`src/hw/rtl/hsl2rgb_pkg.sv`:
```
`timescale 1ns / 1ps
// ----------------------------------------------------------------------------
// hsl2rgb_pkg
// Fixed-point formats, constants and stage payload types of the HSL to RGB
// color generator.
// ----------------------------------------------------------------------------
package hsl2rgb_pkg;

	// Hue, saturation, lightness and levels share one fraction width.
	localparam int unsigned FRACTION_BITS = 16;
	localparam int unsigned LEVEL_W       = FRACTION_BITS + 1;   // 0..ONE
	localparam int unsigned WIDE_W        = FRACTION_BITS + 2;   // 0..2*ONE and above
	localparam int unsigned PROD_W        = WIDE_W + LEVEL_W;    // ramp product
	localparam int unsigned INDEX_W       = 32;
	localparam int unsigned POS_W         = 64;                  // generated hue position
	localparam int unsigned NUM_CH        = 3;                   // red, green, blue

	localparam int unsigned CH_RED   = 0;
	localparam int unsigned CH_GREEN = 1;
	localparam int unsigned CH_BLUE  = 2;

	// Operating modes of an input item
	localparam logic MODE_HSL   = 1'b0;
	localparam logic MODE_INDEX = 1'b1;

	typedef logic [FRACTION_BITS-1:0] hue_t;
	typedef logic [LEVEL_W-1:0]       level_t;
	typedef logic [WIDE_W-1:0]        wide_t;

	// Level domain
	localparam level_t ONE_FX  = {1'b1, {FRACTION_BITS{1'b0}}};
	localparam level_t HALF_FX = {2'b01, {(FRACTION_BITS-1){1'b0}}};

	// Hue domain, each rounded to nearest
	localparam hue_t HALF_H       = {1'b1, {(FRACTION_BITS-1){1'b0}}};
	localparam hue_t THIRD_H      = FRACTION_BITS'(((1 << FRACTION_BITS) + 1) / 3);
	localparam hue_t TWO_THIRDS_H = FRACTION_BITS'((2 * (1 << FRACTION_BITS) + 1) / 3);
	localparam hue_t SIXTH_H      = FRACTION_BITS'(((1 << FRACTION_BITS) + 3) / 6);

	// Inverse golden ratio and one third in 64 fraction bits
	localparam logic [INDEX_W-1:0] GOLDEN_HI = 32'h9E3779B9;
	localparam logic [INDEX_W-1:0] GOLDEN_LO = 32'h7F4A7C15;
	localparam logic [POS_W-1:0]   THIRD_64  = 64'h5555555555555555;

	// Section of the piecewise-linear ramp a hue position falls in
	typedef enum logic [1:0] {
		RGN_RISE,
		RGN_HIGH,
		RGN_FALL,
		RGN_LOW
	} rgn_t;

	typedef struct packed {
		logic               mode;
		hue_t               hue;
		level_t             saturation;
		level_t             lightness;
		logic [INDEX_W-1:0] color_index;
	} pix_in_t;

	// Hue and clamped levels after mode selection
	typedef struct packed {
		hue_t   hue;
		level_t sat;
		level_t lit;
	} hsl_t;

	// Per-item ramp setup: levels, per-channel section and slope factor
	typedef struct packed {
		logic                     gray;
		level_t                   lit;
		wide_t                    p;
		wide_t                    d;
		rgn_t   [NUM_CH-1:0]      rgn;
		level_t [NUM_CH-1:0]      f;
	} ramp_t;

	typedef struct packed {
		level_t red;
		level_t green;
		level_t blue;
	} rgb_t;

endpackage

```
`src/hw/rtl/hsl2rgb_hue.sv`:
```
`timescale 1ns / 1ps
// ----------------------------------------------------------------------------
// hsl2rgb_hue
// Stages 1 and 2: clamp saturation and lightness, form the generated hue
// from the color index, select by mode.
// ----------------------------------------------------------------------------
module hsl2rgb_hue (
	input  logic                 clk,
	input  logic                 arst_n,
	input  logic                 in_valid,
	output logic                 in_ready,
	input  hsl2rgb_pkg::pix_in_t in_data,
	output logic                 out_valid,
	input  logic                 out_ready,
	output hsl2rgb_pkg::hsl_t    out_data
);

	logic                                valid_s1;
	logic                                mode_s1;
	hsl2rgb_pkg::hue_t                   hue_s1;
	hsl2rgb_pkg::level_t                 sat_s1;
	hsl2rgb_pkg::level_t                 lit_s1;
	logic [hsl2rgb_pkg::INDEX_W-1:0]     prod_hi_s1;
	logic [hsl2rgb_pkg::POS_W-1:0]       prod_lo_s1;
	logic                                valid_s2;
	hsl2rgb_pkg::hsl_t                   hsl_s2;
	logic                                en_s1;
	logic                                en_s2;
	logic [hsl2rgb_pkg::POS_W-1:0]       pos;

	assign en_s2    = !valid_s2 || out_ready;
	assign en_s1    = !valid_s1 || en_s2;
	assign in_ready = en_s1;

	always_ff @(posedge clk or negedge arst_n) begin
		if (!arst_n) begin
			valid_s1 <= 1'b0;
			valid_s2 <= 1'b0;
		end else begin
			if (en_s1) valid_s1 <= in_valid;
			if (en_s2) valid_s2 <= valid_s1;
		end
	end

	// Stage 1: clamp the levels; index times each 32-bit half of the inverse golden ratio
	always_ff @(posedge clk) begin
		if (en_s1 && in_valid) begin
			mode_s1    <= in_data.mode;
			hue_s1     <= in_data.hue;
			sat_s1     <= (in_data.saturation > hsl2rgb_pkg::ONE_FX) ?
				hsl2rgb_pkg::ONE_FX : in_data.saturation;
			lit_s1     <= (in_data.lightness > hsl2rgb_pkg::ONE_FX) ?
				hsl2rgb_pkg::ONE_FX : in_data.lightness;
			prod_hi_s1 <= in_data.color_index * hsl2rgb_pkg::GOLDEN_HI;
			prod_lo_s1 <= hsl2rgb_pkg::POS_W'(in_data.color_index) *
				hsl2rgb_pkg::POS_W'(hsl2rgb_pkg::GOLDEN_LO);
		end
	end

	// Stage 2: combine partial products and one third modulo 2^64, keep the top fraction bits, select by mode
	assign pos = {prod_hi_s1, {hsl2rgb_pkg::INDEX_W{1'b0}}} + prod_lo_s1 +
		hsl2rgb_pkg::THIRD_64;

	always_ff @(posedge clk) begin
		if (en_s2 && valid_s1) begin
			if (mode_s1 == hsl2rgb_pkg::MODE_INDEX) begin
				hsl_s2.hue <= pos[hsl2rgb_pkg::POS_W-1 -: hsl2rgb_pkg::FRACTION_BITS];
				hsl_s2.sat <= hsl2rgb_pkg::ONE_FX;
				hsl_s2.lit <= hsl2rgb_pkg::HALF_FX;
			end else begin
				hsl_s2.hue <= hue_s1;
				hsl_s2.sat <= sat_s1;
				hsl_s2.lit <= lit_s1;
			end
		end
	end

	assign out_valid = valid_s2;
	assign out_data  = hsl_s2;

endmodule

```
`config.mk`:
```
export PLATFORM = sky130hd
export DESIGN_NAME = hsl2rgb_hue
export DESIGN_NICKNAME = d
export VERILOG_FILES = /design/src/hw/rtl/hsl2rgb_pkg.sv /design/src/hw/rtl/hsl2rgb_hue.sv
export SDC_FILE = /design/constraint.sdc
export NUM_CORES = 2
export LEC_CHECK = 0
export ABC_CLOCK_PERIOD_IN_PS = 4400
export BUFFER_PORTS_ARGS = -buffer_cell sky130_fd_sc_hd__buf_4
export CORE_MARGIN = 3
export CORE_UTILIZATION = 50
export DETAILED_ROUTE_END_ITERATION = 12
export GPL_TIMING_DRIVEN = 0
export HOLD_SLACK_MARGIN = 0.12
export PLACE_DENSITY_LB_ADDON = 0.08
export SYNTH_ARGS = -nofsm -noshare
export SYNTH_HDL_FRONTEND = slang
export SYNTH_SLANG_ARGS = --single-unit
export TNS_END_PERCENT = 5
```
`constraint.sdc`:
```
create_clock -name clk -period 4.4 [get_ports clk]
set_input_delay 0.22 -clock clk [delete_from_list [all_inputs] [get_ports clk]]
set_output_delay 0.22 -clock clk [all_outputs]
set_load 0.05 [all_outputs]
```
==> results.tsv <==
stage	metric	value	unit
status	outcome	finished with violations	
status	violations	negative setup slack	
synthesis	synth_top_family_by_area	adder cells	
hold_path	min_from	in_data[0]	
floorplanning	initial_utilization	50.67	%
timing	fmax	0.1467	GHz
place	portBuffers	138	
final_layout	antenna_cells	0	
synthesis	synth_compound_area_share	7.522	%
place	post-place-ws	-3.749	ns
synthesis	ys_seq_elements	196	
global_route	track_usage	31.08	%
synthesis	ys_seq_area_share	17.21	%
final_layout	final_cell_mix	854 x inv_1, 570 x fa_1, 519 x ha_1	
final_layout	fin_cells	4276	
drt	wirelength	108000	um
timing	rsz0062_at_grt	yes	
critical_path	crit_path_end_kind	flip-flop	
critical_path	critical_path_class	input pin to flip-flop	
timing	slew_viol_final	0	
timing	final_hold_viol_count	0	
drt	vias_per_cell	5.453	
clocking	root_buffer	clkbuf_16	
timing	worstMarginPinSlew	0.8264	ns
synthesis	synth.area.mux_share	0.3921	%
floorplanning	die_x	267.3	um
critical_path	cp.arrival	7.04	ns
drt	ant_nets	0	
floorplanning	ios	139	
critical_path	required	4.63	ns
critical_path	r2r.worst_path.cells	12	
timing	fin_crit_sh	154.9	%
floorplanning	core_area	67400	um2
run	drv_cap	0	
drt	drc	0	
critical_path	r2r-start	prod_lo_s1[39]	
drt	wl_per_cell	25.25	um
timing	setup_violations	68	
floorplanning	die-area	71470	um2
clocking	cts_max_level	4	
drt	drtPass1Iterations	5	
global_route	antenna_found_initial	0	
floorplanning	die_h	267.3	um
timing	slew_headroom	44.18	%
drt	dr.first_iter.drc_count	1608	
synthesis	synth_adder_area_share	56.30	%
hold_path	holdPathEnd	prod_hi_s1[3]	
timing	worst_slack	-2.417	ns
final_layout	syn2layout_area_growth	15.12	%
clocking	clockBufferDepth	2	
final_layout	final_common_cell	inv_1	
critical_path	worstReg2RegEnd	out_data[47]	
global_route	grt_remaining_overflow	0	
clocking	insertion_delay	0.48	ns
synthesis	ys.flop_type	edfxtp_1	
final_layout	multi_input_area	25960	um2
synthesis	synthXorXnorAreaFrac	3.283	%
clocking	cts_tree	yes	
synthesis	synth-edff-count	194	
timing	clock_skew	0.02031	ns
global_route	grt_start_max_net_pins	57	
synthesis	synth_cells	3128	
synthesis	synth_cell_types	77	
hold_path	holdCritPathClass	input pin to flip-flop	
floorplanning	num_rows	95	
hold_path	worstHoldPathCells	2	
synthesis	yosys.area_share.simple	5.309	%
final_layout	fillers	5788	
global_route	grt_pass1_vias	24655	
synthesis	synth_area_per_cell	10.92	um2
clocking	clock_sinks	196	
critical_path	r2r_slack	0.36	ns
final_layout	drive_gt1_share	13.49	%
final_layout	register_area	5876	um2
timing	fin_crit	6.817	ns
synthesis	syn_nets	4391	
global_route	grt_pass1_wl	159200	um
drt	dr_total_vias	23319	
synthesis	yosys_warnings	0	
synthesis	synth_area	34150	um2
critical_path	crit_fanout	10	
place	numPlacedInstances	4142	
place	dp_hpwl	92840	um
clocking	cts_made_buffers	17	
critical_path	start_kind	input pin	
place	gp_congestion	1.011	
synthesis	async_flop_share	1.020	%
final_layout	nNetsFinal	4653	
clocking	clkTransAtPathRegs	0.08	ns
==> state kept, by name, summed over array words and instances (netlist names) <==
signal,flops
sat_s1,17
prod_hi_s1,32
mode_s1,1
out_data,50
hue_s1,16
lit_s1,17
valid_s1,1
out_valid,1
prod_lo_s1,61
==> area by class of cell <==
class / count / share of cell area (%)
Tap cell: 873 / 2.779
Clock buffer: 17 / 1.082
Buffer: 22 / 0.2896
Timing Repair Buffer: 247 / 5.809
Clock inverter: 15 / 0.5538
Multi-Input combinational cell: 2026 / 66.03
Inverter: 880 / 8.508
Sequential cell: 196 / 14.95
==> cells in the mapped netlist (all sizes together), types with 6 or more instances <==
master   number  share of area [%]
o21ai        62               0.91
nand4        22               0.40
nand2        47               0.52
nand2b       15               0.27
nand3        18               0.26
a311oi        8               0.22
clkbuf       23               0.25
a221oi        6               0.21
o21a         21               0.46
a2111oi       8               0.32
xor2         32               0.82
edfxtp      194                 17
nor4         20               0.38
mux2         11               0.36
fa          601                 35
a211oi       12               0.31
and2         11               0.20
xnor2        96                2.5
a21o         76                1.7
nor2b        77                1.4
o21bai       17               0.37
a21oi        98                1.5
nor2         68               0.75
inv         880                9.7
and3         16               0.29
o211ai        8               0.18
o31ai         6               0.13
ha          575                 21
a31oi        13               0.24
nor3         18               0.26
or4           6               0.13
==> metrics by stage <==
stage               TNS (ns)  instance area, um2  util (%)  hold WS (ns)
floorplan            -186.66               34260         -      -0.07559
global placement     -395.53               36380     53.99      0.001428
detailed placement   -183.47               36460     54.10      0.004923
CTS                  -111.77               38890     57.70        0.2680
global route         -122.74               39310     58.33        0.2793
finish               -111.89               39310     58.33        0.2910
==> logic make-up after synthesis <==
kind of cell,count (synthesis)
muxes,12
adders and majority gates,1176
and+or+nand+nor,336
buffers and inverters,906
AOI/OAI and AO/OA,374
xor gates and xnor gates,128
DFF,196
==> critical path: stages <==
cell and delay [ns]:
buf_6 0.19, inv_1 0.10, fa_2 0.59, inv_1 0.14, ha_4 0.28, fa_2 0.40
fa_1 0.54, inv_1 0.05, fa_1 0.53, inv_1 0.05, fa_1 0.44, fa_1 0.48
inv_1 0.05, fa_1 0.48, inv_1 0.04, ha_1 0.23, a21o_1 0.19, a21o_1 0.21
a211oi_2 0.24, o211ai_1 0.18, o21ai_4 0.29, a221oi_2 0.12, or4_4 0.48, a31o_2 0.26
a21oi_1 0.17, xnor2_1 0.08
==> routing by layer <==
layer / routed length [um] / GRT usage, % / vias up
met5: 0 / 0 / -
met4: 3462 / 9.351 / 0
met3: 5044 / 3.849 / 152
met2: 50570 / 49.96 / 691
met1: 48910 / 44.43 / 11937
li1: - / - / 10539
==> what timing repair did <==
item	CTS	global route
setup endpoints to repair	70	71
hold buffers	64	0
buffers inserted	31	11
hold endpoints to repair	56	0
resized for setup	202	82
pin swaps	62	39
==> worst max-delay path by stage <==
| stage | from | to | slack, ns | cells past startpoint |
|---|---|---|---|---|
| floorplan | in_data[4] | prod_lo_s1[60] | -2.23 | 25 |
| global placement | in_data[0] | prod_lo_s1[62] | -3.73 | 26 |
| detailed placement | in_data[0] | prod_lo_s1[62] | -3.75 | 26 |
| CTS | in_data[4] | prod_lo_s1[50] | -2.52 | 27 |
| global route | in_data[4] | prod_lo_s1[50] | -2.61 | 25 |
| finish | in_data[12] | prod_lo_s1[59] | -2.42 | 26 |
Power is left out: the tool's default activity adds up to more than one toggle a clock period on the data nets, which glitch-free logic cannot reach.
