`src/hw/rtl/hsl2rgb_pkg.sv`:
```
`timescale 1ns / 1ps
// ----------------------------------------------------------------------------
// hsl2rgb_pkg
// Fixed-point formats, constants and stage payload types of the HSL to RGB
// color generator.
// ----------------------------------------------------------------------------
package hsl2rgb_pkg;

	// Hue, saturation, lightness and levels share one fraction width.
	localparam int unsigned FRACTION_BITS = 16;
	localparam int unsigned LEVEL_W       = FRACTION_BITS + 1;   // 0..ONE
	localparam int unsigned WIDE_W        = FRACTION_BITS + 2;   // 0..2*ONE and above
	localparam int unsigned PROD_W        = WIDE_W + LEVEL_W;    // ramp product
	localparam int unsigned INDEX_W       = 32;
	localparam int unsigned POS_W         = 64;                  // generated hue position
	localparam int unsigned NUM_CH        = 3;                   // red, green, blue

	localparam int unsigned CH_RED   = 0;
	localparam int unsigned CH_GREEN = 1;
	localparam int unsigned CH_BLUE  = 2;

	// Operating modes of an input item
	localparam logic MODE_HSL   = 1'b0;
	localparam logic MODE_INDEX = 1'b1;

	typedef logic [FRACTION_BITS-1:0] hue_t;
	typedef logic [LEVEL_W-1:0]       level_t;
	typedef logic [WIDE_W-1:0]        wide_t;

	// Level domain
	localparam level_t ONE_FX  = {1'b1, {FRACTION_BITS{1'b0}}};
	localparam level_t HALF_FX = {2'b01, {(FRACTION_BITS-1){1'b0}}};

	// Hue domain, each rounded to nearest
	localparam hue_t HALF_H       = {1'b1, {(FRACTION_BITS-1){1'b0}}};
	localparam hue_t THIRD_H      = FRACTION_BITS'(((1 << FRACTION_BITS) + 1) / 3);
	localparam hue_t TWO_THIRDS_H = FRACTION_BITS'((2 * (1 << FRACTION_BITS) + 1) / 3);
	localparam hue_t SIXTH_H      = FRACTION_BITS'(((1 << FRACTION_BITS) + 3) / 6);

	// Inverse golden ratio and one third in 64 fraction bits
	localparam logic [INDEX_W-1:0] GOLDEN_HI = 32'h9E3779B9;
	localparam logic [INDEX_W-1:0] GOLDEN_LO = 32'h7F4A7C15;
	localparam logic [POS_W-1:0]   THIRD_64  = 64'h5555555555555555;

	// Section of the piecewise-linear ramp a hue position falls in
	typedef enum logic [1:0] {
		RGN_RISE,
		RGN_HIGH,
		RGN_FALL,
		RGN_LOW
	} rgn_t;

	typedef struct packed {
		logic               mode;
		hue_t               hue;
		level_t             saturation;
		level_t             lightness;
		logic [INDEX_W-1:0] color_index;
	} pix_in_t;

	// Hue and clamped levels after mode selection
	typedef struct packed {
		hue_t   hue;
		level_t sat;
		level_t lit;
	} hsl_t;

	// Per-item ramp setup: levels, per-channel section and slope factor
	typedef struct packed {
		logic                     gray;
		level_t                   lit;
		wide_t                    p;
		wide_t                    d;
		rgn_t   [NUM_CH-1:0]      rgn;
		level_t [NUM_CH-1:0]      f;
	} ramp_t;

	typedef struct packed {
		level_t red;
		level_t green;
		level_t blue;
	} rgb_t;

endpackage

```
`src/hw/rtl/hsl2rgb_ramp.sv`:
```
`timescale 1ns / 1ps
// ----------------------------------------------------------------------------
// hsl2rgb_ramp
// Stages 5 and 6: slope products for the three channels, then ramp level,
// clamp and gray override into the output register.
// ----------------------------------------------------------------------------
module hsl2rgb_ramp (
	input  logic               clk,
	input  logic               arst_n,
	input  logic               in_valid,
	output logic               in_ready,
	input  hsl2rgb_pkg::ramp_t in_data,
	output logic               out_valid,
	input  logic               out_ready,
	output hsl2rgb_pkg::rgb_t  out_data
);

	localparam int unsigned FB    = hsl2rgb_pkg::FRACTION_BITS;
	localparam int unsigned SUM_W = hsl2rgb_pkg::PROD_W - FB + 1;

	logic                                     valid_s5;
	logic                                     gray_s5;
	hsl2rgb_pkg::level_t                      lit_s5;
	hsl2rgb_pkg::wide_t                       p_s5;
	hsl2rgb_pkg::wide_t                       q_s5;
	hsl2rgb_pkg::rgn_t                        rgn_s5  [hsl2rgb_pkg::NUM_CH];
	logic [hsl2rgb_pkg::PROD_W-1:0]           prod_s5 [hsl2rgb_pkg::NUM_CH];
	logic                                     valid_s6;
	hsl2rgb_pkg::level_t                      lvl_s6  [hsl2rgb_pkg::NUM_CH];
	logic                                     en_s5;
	logic                                     en_s6;
	hsl2rgb_pkg::level_t                      lvl_d   [hsl2rgb_pkg::NUM_CH];

	assign en_s6    = !valid_s6 || out_ready;
	assign en_s5    = !valid_s5 || en_s6;
	assign in_ready = en_s5;

	always_ff @(posedge clk or negedge arst_n) begin
		if (!arst_n) begin
			valid_s5 <= 1'b0;
			valid_s6 <= 1'b0;
		end else begin
			if (en_s5) valid_s5 <= in_valid;
			if (en_s6) valid_s6 <= valid_s5;
		end
	end

	// Stage 5: one spread-times-slope product per channel
	always_ff @(posedge clk) begin
		if (en_s5 && in_valid) begin
			gray_s5 <= in_data.gray;
			lit_s5  <= in_data.lit;
			p_s5    <= in_data.p;
			q_s5    <= in_data.p + in_data.d;
			for (int k = 0; k < hsl2rgb_pkg::NUM_CH; k++) begin
				rgn_s5[k]  <= in_data.rgn[k];
				prod_s5[k] <= hsl2rgb_pkg::PROD_W'(in_data.d) *
					hsl2rgb_pkg::PROD_W'(in_data.f[k]);
			end
		end
	end

	// Stage 6: pick the section's level, clamp to ONE, or take the lightness for a gray item
	always_comb begin
		logic [SUM_W-1:0] v;
		for (int k = 0; k < hsl2rgb_pkg::NUM_CH; k++) begin
			case (rgn_s5[k])
				hsl2rgb_pkg::RGN_RISE, hsl2rgb_pkg::RGN_FALL:
					v = SUM_W'(p_s5) + SUM_W'(prod_s5[k][hsl2rgb_pkg::PROD_W-1:FB]);
				hsl2rgb_pkg::RGN_HIGH: v = SUM_W'(q_s5);
				default:               v = SUM_W'(p_s5);
			endcase
			if (gray_s5) begin
				lvl_d[k] = lit_s5;
			end else if (v > SUM_W'(hsl2rgb_pkg::ONE_FX)) begin
				lvl_d[k] = hsl2rgb_pkg::ONE_FX;
			end else begin
				lvl_d[k] = v[hsl2rgb_pkg::LEVEL_W-1:0];
			end
		end
	end

	always_ff @(posedge clk) begin
		if (en_s6 && valid_s5) begin
			for (int k = 0; k < hsl2rgb_pkg::NUM_CH; k++) begin
				lvl_s6[k] <= lvl_d[k];
			end
		end
	end

	assign out_valid      = valid_s6;
	assign out_data.red   = lvl_s6[hsl2rgb_pkg::CH_RED];
	assign out_data.green = lvl_s6[hsl2rgb_pkg::CH_GREEN];
	assign out_data.blue  = lvl_s6[hsl2rgb_pkg::CH_BLUE];

`ifndef SYNTH
	// every delivered level lies in 0..ONE
	a_out_range: assert property (@(posedge clk) disable iff (!arst_n)
		valid_s6 |-> out_data.red <= hsl2rgb_pkg::ONE_FX &&
			out_data.green <= hsl2rgb_pkg::ONE_FX && out_data.blue <= hsl2rgb_pkg::ONE_FX)
		else $error("hsl2rgb_ramp: output level above full scale");

	// an item in stage 5 that may advance reaches the output register
	a_advance: assert property (@(posedge clk) disable iff (!arst_n)
		valid_s5 && en_s6 |=> valid_s6)
		else $error("hsl2rgb_ramp: item lost between stage 5 and stage 6");
`endif

endmodule

```
`config.mk`:
```
export PLATFORM = sky130hd
export DESIGN_NAME = hsl2rgb_ramp
export DESIGN_NICKNAME = d
export VERILOG_FILES = /design/src/hw/rtl/hsl2rgb_pkg.sv /design/src/hw/rtl/hsl2rgb_ramp.sv
export SDC_FILE = /design/constraint.sdc
export NUM_CORES = 2
export LEC_CHECK = 0
export BUFFER_PORTS_ARGS = -buffer_cell sky130_fd_sc_hd__buf_2
export CORE_UTILIZATION = 54
export DETAILED_ROUTE_END_ITERATION = 10
export PLACE_DENSITY = 0.73
export RECOVER_POWER = 50
export SYNTH_ARGS = -nofsm -noshare
export SYNTH_HDL_FRONTEND = slang
export SYNTH_SLANG_ARGS = --single-unit
```
`constraint.sdc`:
```
create_clock -name clk -period 5.25 [get_ports clk]
set_clock_uncertainty 0.2 [all_clocks]
set_input_delay 0.2625 -clock clk [delete_from_list [all_inputs] [get_ports clk]]
set_output_delay 0.2625 -clock clk [all_outputs]
set_load 0.03 [all_outputs]
```
==> impl_metrics.csv <==
group,metric,value,unit
critical_path,crit_required,5260,ps
worst_hold_path,hp-class,"input port to flop",
synthesis,synth_cell_type_count,92,
placed_design,postPlaceCellArea,43200,um2
global_routing,antenna_found_initial,9,
critical_path,crit_slowest_cell,"fa_1",
global_routing,grt_pass1_wl,172000,um
global_routing,grt_util_all_layers,30.9,%
synthesis,synth-adder-area-share,50.0,%
placed_design,place_congestion,0.970,
critical_path,end_kind,"flop",
synthesis,synth_edf_count,168,
critical_path,cp_top_family,"adder cells",
clock_network,tritoncts,"yes",
cells_and_area,drive_above_1_share,19.1,%
critical_path,arrival,5920,ps
placed_design,pre_cts_slack,-1370,ps
synthesis,ys_seq_area_share,13.3,%
global_routing,grt_max_degree,59,
detailed_routing,wl_per_cell,19.8,um
timing,setup_viol,55,
cells_and_area,fin_nets,5805,
synthesis,synth-async-reset-ratio,1.18,%
synthesis,yosys.area_share.xor_xnor,2.10,%
critical_path,path_buf_inv,4,
cells_and_area,syn2layout_area_growth,20.3,%
critical_path,start_kind,"input port",
floorplan,die_area,72200,um2
detailed_routing,vias,30500,
synthesis,syn_area_per_cell,9.38,um2
critical_path,cp_common_cell,"fa_1",
detailed_routing,avgViaCountPerCell,5.51,
clock_network,cts_sinks,170,
critical_path,path_class,"input port to flop",
floorplan,die_w,269,um
synthesis,ys_warn_count,0,
timing,max_slew_margin,-124,%
timing,layout_setup_ws,-664,ps
clock_network,numCtsBuffers,17,
timing,period_needed,5910,ps
timing,fin_crit_sh,113,%
floorplan,core_area,70100,um2
floorplan,initial_core_util,54.8,%
placed_design,dp_hpwl,86200,um
floorplan,die_height,269,um
synthesis,synth.net_count,5316,
detailed_routing,antenna_left,0,
floorplan,num_io_pins,168,
clock_network,clock_latency,460,ps
timing,fmax,169,MHz
run_status,status,"finished with violations",
detailed_routing,finalWirelength,110000,um
synthesis,postSynthCellCount,4094,
run_status,violations,"capacitance limit, slew limit, setup timing",
critical_path,crit_fanout,9,
synthesis,ys.flop_type,"edfxtp_1",
timing,rsz0062_at_grt,"yes",
detailed_routing,post-route-drc-count,0,
floorplan,rows,97,
synthesis,syn-cell-area,38400,um2
synthesis,synth-compound-area-share,7.02,%
clock_network,cts_buffer_depth,2,
cells_and_area,final_area,46200,um2
synthesis,yosys.area_share.simple,16.1,%
job,cap_violations,2,
global_routing,overflow,0,
critical_path,path_cells,"buf_12 -> buf_12 -> buf_6 -> nand2_1 -> fa_1 -> inv_1 -> fa_1 -> fa_1 -> fa_1 -> fa_1 -> fa_1 -> ha_4 -> and2_4 -> a221o_1 -> a31oi_4 -> a2bb2oi_4 -> a21o_1 -> a31oi_4 -> a21oi_2 -> o21bai_1 -> xnor2_1",
timing,worstMarginPinSlew,3350,ps
synthesis,synth_seq_cells,170,
detailed_routing,drtIter0Drc,2065,
timing,hold_violations,0,
timing,drv_slew,116,
clock_network,clkTransAtPathRegs,60,ps
synthesis,synth.area.mux_share,1.47,%
clock_network,cts_root_buf,"clkbuf_16",
detailed_routing,firstDrtPassIters,5,
synthesis,synth_top_family_by_area,"adder cells",
placed_design,portBuffers,167,
clock_network,h-tree-depth,4,
global_routing,grt_pass1_vias,32300,
critical_path,slowest_delay,600,ps
through the flow:
step                utilization [%]  hold WS, ps  instances  setup TNS [ps]
finish                         65.9          161       5543          -20350
global route                   65.9          164       5543          -27920
CTS                            65.0          132       5516          -18690
detailed placement             61.6         -150       5390          -58820
global placement               61.6         -151       5390          -55620
floorplan                         -         -233       4094          -15660
flip-flops by register name, indices dropped and copies added, names as in the netlist:
register   cells
q_s5          18
gray_s5        1
out_valid      1
p_s5          18
lvl_s6        51
prod_s5       57
rgn_s5         6
valid_s5       1
lit_s5        17
what timing repair did:
item                                   4_1_cts  5_1_grt
endpoints found under the hold margin       50        0
hold buffers                                47        0
setup endpoints to repair                   57       57
buffers inserted                            40       25
gates cloned                                 9        3
resized for setup                          194      150
pin swaps                                   88      100
layout by cell type (no fill, tap or decap), types with 29 or more instances in the layout:
| cell | Yosys | final |
|---|---|---|
| ha_4 | 0 | 29 |
| xor2_1 | 32 | 29 |
| ha_1 | 392 | 355 |
| edfxtp_1 | 168 | 168 |
| and2_1 | 409 | 362 |
| and2_4 | 0 | 45 |
| dlygate4sd3_1 | 0 | 47 |
| nand2_1 | 584 | 564 |
| a21oi_1 | 90 | 63 |
| clkbuf_1 | 177 | 84 |
| inv_1 | 827 | 788 |
| a21o_1 | 44 | 44 |
| xnor2_1 | 60 | 53 |
| inv_2 | 1 | 40 |
| fa_1 | 715 | 688 |
| buf_6 | 1 | 41 |
| buf_2 | 7 | 58 |
| nor2_1 | 84 | 69 |
| o21ai_0 | 76 | 64 |
| buf_12 | 0 | 32 |
| mux2i_1 | 45 | 45 |
| buf_4 | 0 | 370 |
worst paths after layout:
| kind | depth (start not counted) | slack (ps) | startpoint | end |
|---|---|---|---|---|
| worst min-delay path | 3 | 160 | in_data[57] | q_s5[0] |
| max in group asynchronous | 3 | 4270 | arst_n | valid_s5 |
| worst min register to register | 1 | 300 | valid_s5 | out_valid |
| worst max register to register | 12 | 780 | p_s5[0] | lvl_s6[0][20] |
| worst max-delay path | 21 | -660 | in_data[65] | prod_s5[0][34] |
| min in group asynchronous | 3 | 460 | arst_n | out_valid |
metal layers:
layer / vias up / track usage [%] / wire (um)
met5: - / 0 / 0
li1: 13700 / - / -
met3: 291 / 3.83 / 7040
met2: 1252 / 51.7 / 52600
met1: 15300 / 39.8 / 44000
met4: 0 / 14.8 / 6200
worst reg2reg max path, stage by stage (launching register included):
cell and delay, ps:
edfxtp_1 530, ha_1 300, fa_1 420, a21oi_1 210, o21bai_2 140, a211oi_2 330
o211ai_1 200, a41o_1 340, a2111oi_2 360, mux2i_1 180, a211oi_2 430, nand2b_1 410
o21ai_2 270
synthesized netlist by cell type (24+ instances only):
library cell / number / area [um2]
and3_1: 24 / 150
xnor2_1: 60 / 526
mux2i_1: 45 / 450
ha_1: 392 / 4900
nor3_1: 28 / 140
nor2_1: 84 / 315
o21ai_0: 76 / 380
a21oi_1: 90 / 450
xor2_1: 32 / 280
and2_1: 409 / 2560
nand2_1: 584 / 2190
a21o_1: 44 / 330
nand3_1: 25 / 125
fa_1: 715 / 14300
edfxtp_1: 168 / 5040
inv_1: 827 / 3100
clkbuf_1: 177 / 664
final cells by class:
class / count / area (um2)
clock buffers: 17 / 425
well taps: 940 / 1180
repair buffers: 659 / 5470
clock inverters: 15 / 174
flip-flops and latches: 170 / 5090
multi-input cells: 2905 / 30700
inverters: 830 / 3120
diodes: 7 / 17.5
fillers: 5471 / 23900
kinds of logic after synthesis:
kind of cell | count (synthesis)
fa+ha+maj | 1107
buf+inv | 1019
compound gates | 394
simple gates | 1257
mux | 55
flops | 170
xor+xnor | 92
Power is left out: the tool's default activity adds up to more than one toggle a clock period on the data nets, which glitch-free logic cannot reach.
