===== src/hw/rtl/hsl2rgb_pkg.sv =====
`timescale 1ns / 1ps
// ----------------------------------------------------------------------------
// hsl2rgb_pkg
// Fixed-point formats, constants and stage payload types of the HSL to RGB
// color generator.
// ----------------------------------------------------------------------------
package hsl2rgb_pkg;

	// Hue, saturation, lightness and levels share one fraction width.
	localparam int unsigned FRACTION_BITS = 16;
	localparam int unsigned LEVEL_W       = FRACTION_BITS + 1;   // 0..ONE
	localparam int unsigned WIDE_W        = FRACTION_BITS + 2;   // 0..2*ONE and above
	localparam int unsigned PROD_W        = WIDE_W + LEVEL_W;    // ramp product
	localparam int unsigned INDEX_W       = 32;
	localparam int unsigned POS_W         = 64;                  // generated hue position
	localparam int unsigned NUM_CH        = 3;                   // red, green, blue

	localparam int unsigned CH_RED   = 0;
	localparam int unsigned CH_GREEN = 1;
	localparam int unsigned CH_BLUE  = 2;

	// Operating modes of an input item
	localparam logic MODE_HSL   = 1'b0;
	localparam logic MODE_INDEX = 1'b1;

	typedef logic [FRACTION_BITS-1:0] hue_t;
	typedef logic [LEVEL_W-1:0]       level_t;
	typedef logic [WIDE_W-1:0]        wide_t;

	// Level domain
	localparam level_t ONE_FX  = {1'b1, {FRACTION_BITS{1'b0}}};
	localparam level_t HALF_FX = {2'b01, {(FRACTION_BITS-1){1'b0}}};

	// Hue domain, each rounded to nearest
	localparam hue_t HALF_H       = {1'b1, {(FRACTION_BITS-1){1'b0}}};
	localparam hue_t THIRD_H      = FRACTION_BITS'(((1 << FRACTION_BITS) + 1) / 3);
	localparam hue_t TWO_THIRDS_H = FRACTION_BITS'((2 * (1 << FRACTION_BITS) + 1) / 3);
	localparam hue_t SIXTH_H      = FRACTION_BITS'(((1 << FRACTION_BITS) + 3) / 6);

	// Inverse golden ratio and one third in 64 fraction bits
	localparam logic [INDEX_W-1:0] GOLDEN_HI = 32'h9E3779B9;
	localparam logic [INDEX_W-1:0] GOLDEN_LO = 32'h7F4A7C15;
	localparam logic [POS_W-1:0]   THIRD_64  = 64'h5555555555555555;

	// Section of the piecewise-linear ramp a hue position falls in
	typedef enum logic [1:0] {
		RGN_RISE,
		RGN_HIGH,
		RGN_FALL,
		RGN_LOW
	} rgn_t;

	typedef struct packed {
		logic               mode;
		hue_t               hue;
		level_t             saturation;
		level_t             lightness;
		logic [INDEX_W-1:0] color_index;
	} pix_in_t;

	// Hue and clamped levels after mode selection
	typedef struct packed {
		hue_t   hue;
		level_t sat;
		level_t lit;
	} hsl_t;

	// Per-item ramp setup: levels, per-channel section and slope factor
	typedef struct packed {
		logic                     gray;
		level_t                   lit;
		wide_t                    p;
		wide_t                    d;
		rgn_t   [NUM_CH-1:0]      rgn;
		level_t [NUM_CH-1:0]      f;
	} ramp_t;

	typedef struct packed {
		level_t red;
		level_t green;
		level_t blue;
	} rgb_t;

endpackage


===== src/hw/rtl/hsl2rgb_lvl.sv =====
`timescale 1ns / 1ps
// ----------------------------------------------------------------------------
// hsl2rgb_lvl
// Stages 3 and 4: lightness times saturation, then the levels p and q and
// each channel's ramp section and slope factor.
// ----------------------------------------------------------------------------
module hsl2rgb_lvl (
	input  logic               clk,
	input  logic               arst_n,
	input  logic               in_valid,
	output logic               in_ready,
	input  hsl2rgb_pkg::hsl_t  in_data,
	output logic               out_valid,
	input  logic               out_ready,
	output hsl2rgb_pkg::ramp_t out_data
);

	localparam int unsigned FB = hsl2rgb_pkg::FRACTION_BITS;

	logic                                   valid_s3;
	hsl2rgb_pkg::hsl_t                      hsl_s3;
	hsl2rgb_pkg::level_t                    m_s3;
	logic                                   valid_s4;
	hsl2rgb_pkg::ramp_t                     ramp_s4;
	logic                                   en_s3;
	logic                                   en_s4;
	logic [2*hsl2rgb_pkg::LEVEL_W-1:0]      ls;
	hsl2rgb_pkg::wide_t                     q_lo;
	hsl2rgb_pkg::wide_t                     q_hi;
	hsl2rgb_pkg::wide_t                     q0;
	hsl2rgb_pkg::wide_t                     q1;
	hsl2rgb_pkg::wide_t                     q2;
	hsl2rgb_pkg::wide_t                     two_l;
	hsl2rgb_pkg::wide_t                     p;
	hsl2rgb_pkg::ramp_t                     ramp_d;

	assign en_s4    = !valid_s4 || out_ready;
	assign en_s3    = !valid_s3 || en_s4;
	assign in_ready = en_s3;

	always_ff @(posedge clk or negedge arst_n) begin
		if (!arst_n) begin
			valid_s3 <= 1'b0;
			valid_s4 <= 1'b0;
		end else begin
			if (en_s3) valid_s3 <= in_valid;
			if (en_s4) valid_s4 <= valid_s3;
		end
	end

	// Stage 3: floor(l*s/ONE)
	assign ls = in_data.lit * in_data.sat;

	always_ff @(posedge clk) begin
		if (en_s3 && in_valid) begin
			hsl_s3 <= in_data;
			m_s3   <= ls[FB +: hsl2rgb_pkg::LEVEL_W];
		end
	end

	// Stage 4: levels, then per-channel hue position
	always_comb begin
		hsl2rgb_pkg::hue_t t [hsl2rgb_pkg::NUM_CH];
		logic [FB+2:0]     six;
		hsl2rgb_pkg::hue_t down;

		q_lo  = hsl2rgb_pkg::WIDE_W'(hsl_s3.lit) + hsl2rgb_pkg::WIDE_W'(m_s3);
		q_hi  = hsl2rgb_pkg::WIDE_W'(hsl_s3.lit) + hsl2rgb_pkg::WIDE_W'(hsl_s3.sat) -
			hsl2rgb_pkg::WIDE_W'(m_s3);
		q0    = (hsl_s3.lit < hsl2rgb_pkg::HALF_FX) ? q_lo : q_hi;
		two_l = {hsl_s3.lit, 1'b0};
		q1    = (q0 > two_l) ? two_l : q0;
		p     = two_l - q1;
		q2    = (q1 < p) ? p : q1;

		ramp_d.gray = (hsl_s3.sat == '0);
		ramp_d.lit  = hsl_s3.lit;
		ramp_d.p    = p;
		ramp_d.d    = q2 - p;

		t[hsl2rgb_pkg::CH_RED]   = hsl_s3.hue + hsl2rgb_pkg::THIRD_H;
		t[hsl2rgb_pkg::CH_GREEN] = hsl_s3.hue;
		t[hsl2rgb_pkg::CH_BLUE]  = hsl_s3.hue - hsl2rgb_pkg::THIRD_H;

		for (int k = 0; k < hsl2rgb_pkg::NUM_CH; k++) begin
			down = hsl2rgb_pkg::TWO_THIRDS_H - t[k];
			six  = '0;
			if (t[k] < hsl2rgb_pkg::SIXTH_H) begin
				ramp_d.rgn[k] = hsl2rgb_pkg::RGN_RISE;
				six = ({3'b000, t[k]} << 2) + ({3'b000, t[k]} << 1);
			end else if (t[k] < hsl2rgb_pkg::HALF_H) begin
				ramp_d.rgn[k] = hsl2rgb_pkg::RGN_HIGH;
			end else if (t[k] < hsl2rgb_pkg::TWO_THIRDS_H) begin
				ramp_d.rgn[k] = hsl2rgb_pkg::RGN_FALL;
				six = ({3'b000, down} << 2) + ({3'b000, down} << 1);
			end else begin
				ramp_d.rgn[k] = hsl2rgb_pkg::RGN_LOW;
			end
			ramp_d.f[k] = six[hsl2rgb_pkg::LEVEL_W-1:0];
		end
	end

	always_ff @(posedge clk) begin
		if (en_s4 && valid_s3) begin
			ramp_s4 <= ramp_d;
		end
	end

	assign out_valid = valid_s4;
	assign out_data  = ramp_s4;

`ifndef SYNTH
	// q = p + d never exceeds twice the lightness
	a_q_bound: assert property (@(posedge clk) disable iff (!arst_n)
		valid_s4 |-> ({1'b0, ramp_s4.p} + {1'b0, ramp_s4.d}) <= {1'b0, ramp_s4.lit, 1'b0})
		else $error("hsl2rgb_lvl: q above twice the lightness");

	// zero saturation collapses both levels onto the lightness
	a_gray_flat: assert property (@(posedge clk) disable iff (!arst_n)
		valid_s4 && ramp_s4.gray |-> ramp_s4.d == '0)
		else $error("hsl2rgb_lvl: gray item with nonzero level spread");
`endif

endmodule


===== config.mk =====
export PLATFORM = sky130hd
export DESIGN_NAME = hsl2rgb_lvl
export DESIGN_NICKNAME = d
export VERILOG_FILES = /design/src/hw/rtl/hsl2rgb_pkg.sv /design/src/hw/rtl/hsl2rgb_lvl.sv
export SDC_FILE = /design/constraint.sdc
export NUM_CORES = 1
export LEC_CHECK = 0
export ABC_AREA = 0
export BUFFER_PORTS_ARGS = -buffer_cell sky130_fd_sc_hd__buf_2
export CORE_ASPECT_RATIO = 1.25
export CORE_UTILIZATION = 50
export DETAILED_ROUTE_END_ITERATION = 8
export GPL_TIMING_DRIVEN = 0
export PLACE_DENSITY = 0.65
export SKIP_LAST_GASP = 1
export SYNTH_ARGS = -nofsm -noshare
export SYNTH_HDL_FRONTEND = slang
export SYNTH_SLANG_ARGS = --single-unit

===== constraint.sdc =====
create_clock -name clk -period 12.9 [get_ports clk]
set_clock_uncertainty 0.1 [all_clocks]
set_input_delay 0.645 -clock clk [delete_from_list [all_inputs] [get_ports clk]]
set_output_delay 0.645 -clock clk [all_outputs]
set_load 0.01 [all_outputs]

==> flow_summary.rst <==
.. list-table::
   :header-rows: 1

   * - Metric
     - Value
   * - # IOs
     - 167
   * - Most used cell along the critical path
     - a21oi_1
   * - Maximum level of the CTS H-tree
     - 4
   * - Average wire per standard cell
     - 17.7 µm
   * - Kind of start point of the critical path
     - register
   * - Largest net degree at the start of global routing
     - between 70 and 80
   * - Data required time of the worst path
     - 13.02 ns
   * - Chip Height
     - 254 µm
   * - Inserted Clock Buffers
     - 17
   * - GRT overflow
     - 0
   * - Most used flip-flop cell after synthesis
     - edfxtp_1
   * - Routability cong.
     - about 0.95
   * - Number of warning messages in the yosys log
     - 0
   * - Final worst path period share
     - 0.942
   * - Kind of cell adding the most delay to the critical path
     - compound AO/OA/AOI/OAI gates
   * - Proportion of netlist area held by the largest area contributor
     - 0.205
   * - End-of-flow core utilization
     - 0.557
   * - CTS tree
     - built
   * - Minimum clock period after layout
     - 12.15 ns
   * - Synth cell types
     - 85
   * - Mean cell area of the mapped netlist
     - 9.21 µm²
   * - Data arrival at the endpoint of the critical path
     - 12.27 ns
   * - Number of nets with antenna violations after routing
     - 0
   * - Vias in the first global route
     - 20100
   * - Count of state elements after synthesis
     - 176
   * - Number of instances in the synthesized netlist
     - 2760
   * - Crit Path Max Fanout
     - 10
   * - FP Rows
     - 92
   * - Area of the multi-input gates
     - 18100 µm²
   * - Detailed Route WL
     - 64200 µm
   * - Global routing met3 resource utilization
     - 0.0307
   * - Finish-stage setup viols
     - 0
   * - Core area
     - 50300 µm²
   * - Fillers
     - 4496
   * - Via Count
     - 19700
   * - Critical Path Max Stage Delay
     - 0.55 ns
   * - EDFF count, synth
     - approximately 170
   * - GRT Util Overall
     - 0.252
   * - Clock root buffer
     - clkbuf_16
   * - Commonest non-fill, non-tap cells in the layout
     - inv_1, ha_1, nand2_1
   * - Cell type with the largest total area after synthesis
     - edfxtp_1
   * - Register-to-Register Path Depth
     - 56
   * - Crit. End Element
     - register
   * - Failing checks
     - design-rule violations
   * - Average vias per placed instance
     - 5.41
   * - Wire length of the first global-routing pass
     - 102000 µm
   * - Worst hold path cell count
     - 1
   * - GR Layer Usage met2
     - 0.445
   * - Pin slew with the least headroom to its limit
     - between 0.8 and 0.9 ns
   * - Max transition margin
     - 0.461
   * - Worst reg2reg path startpoint
     - hsl_s3[1]
   * - Met1 Use GR
     - 0.309
   * - Final Max Slew Viols
     - 0
   * - Cell types with the largest area share after synthesis
     - edfxtp_1, fa_1, ha_1
   * - Net count reported at finish
     - approximately 3600
   * - Placed wire-length estimate
     - 52900 µm
   * - Max-cap violations
     - 0
   * - Hold Crit Class
     - input port to register
   * - Pre-Repair DR Iteration Count
     - 7
   * - Number of antenna violations at the first check in global routing
     - 2
   * - Die width
     - 204 µm
   * - Proportion of register bits with asynchronous set or reset after synthesis
     - 0.0114
   * - Synthesis-to-layout area growth
     - 10.1%
   * - Clock insertion delay at the later pin of the skew report
     - 0.47 ns
   * - Start point of the critical path
     - hsl_s3[1]
   * - Fin. Hold Viols
     - 0
   * - Setup CP Type
     - register to register
   * - Total inserted antenna cells
     - 0
   * - Worst min-delay path startpoint
     - in_data[46]
   * - Most common cell after layout, fill and taps aside
     - inv_1
   * - Fmax
     - 82.3 MHz
   * - Count of buffer and inverter cells on the critical path
     - 5
   * - Port buffer count
     - 162
   * - Register area
     - 5280 µm²
   * - Initial Util
     - 0.506
   * - Final routed DRC violation total
     - 2
   * - Part of the Yosys area used for sequential elements
     - 0.207
   * - Die Area
     - just over 50000 µm²
   * - Global route hottest layer
     - met2
   * - Clock-pin slew on the worst setup and hold paths
     - ~0.080 ns
   * - Outcome
     - finished, violations left
   * - CP max stage cell
     - fa_1
   * - Area of the mapped netlist
     - 25400 µm²
   * - Clk sink count
     - 176
   * - Number of violations reported at the end of detailed-routing iteration 0
     - 999
   * - Fraction of layout cells with a size suffix above 1
     - 0.0930
   * - Clock tree buffer depth
     - 2
   * - Worst path depth
     - 56
[layout make-up]
class                           instances  share of cell area
Tap cell                              658              0.0294
Buffer                                 73              0.0112
Sequential cell                       176               0.188
Clock buffer                           17              0.0152
Clock inverter                         15             0.00509
Multi-Input combinational cell       2015               0.648
Inverter                              498              0.0668
Timing Repair Buffer                  183              0.0360
[sequential cells by signal, indices dropped and copies added, names as in the netlist]
register / count
m_s3: 17
valid_s3: 1
hsl_s3: 50
out_data: 107
out_valid: 1
[worst reg2reg max path, delay by kind of cell, from the launching register on]
| family | cells | cell delay [ns] |
|---|---|---|
| compound gates | 32 | 6.01 |
| buf+inv | 5 | 0.64 |
| flops | 1 | 0.37 |
| simple gates | 9 | 1.77 |
| fa+ha+maj | 6 | 2.24 |
| mux | 1 | 0.26 |
| xor+xnor | 3 | 0.55 |
[path summary, 6_finish.rpt]
kind                       slack, ns            to
min in group asynchronous       0.40      valid_s3
max reg2reg                     0.75  out_data[72]
max                             0.75  out_data[72]
max in group asynchronous      12.21     out_valid
min reg2reg                     0.43     out_valid
min                             0.25    hsl_s3[46]
[per-layer routing]
layer  up-vias  share of wire
met1      9587           0.42
li1       9485              -
met4         2          0.036
met5         -        0.00020
met3       116          0.042
met2       476           0.50
[timing repair]
item,4_1_cts,5_1_grt
endpoints found under the hold margin,2,0
setup endpoints to repair,11,8
resized for setup,16,29
pin swaps,1,5
hold buffers,1,0
buffers inserted,3,14
[synthesized netlist by cell type, types with 23 or more instances]
master / number
inv_1: 496
ha_1: 364
nand2_1: 288
fa_1: 245
edfxtp_1: 174
xnor2_1: 151
a21oi_1: 147
nor2_1: 109
and2_1: 107
o21ai_0: 99
clkbuf_1: 67
a21o_1: 60
xor2_1: 52
o21bai_1: 48
o22ai_1: 28
nor2b_1: 23
[stage by stage]
stage          cells  area [µm²]   TNS, ns  setup slack, ns  hold slack (ns)
2_1_floorplan   2763       25400         0             1.35            0.249
3_3_place_gp    3583       27100     -8.34            -1.34            0.329
3_5_place_dp    3585       27100    -11.02            -1.65            0.332
4_1_cts         3621       27800         0           0.0258            0.230
5_1_grt         3635       28000  -0.00264         -0.00264            0.239
6_report        3635       28000         0            0.748            0.250
[kinds of logic after synthesis]
logic type / Yosys count / share of synthesized area
and+or+nand+nor: 659 / 0.123
adders and majority gates: 609 / 0.372
buffers and inverters: 572 / 0.0853
AOI/OAI and AO/OA: 521 / 0.134
xor gates and xnor gates: 203 / 0.0699
DFF: 176 / 0.207
muxes: 19 / 0.00758
other: 1 / 0.000147
Power is not shown: default switching activity piles up to over one toggle a cycle in this logic, so the estimate is an artifact.
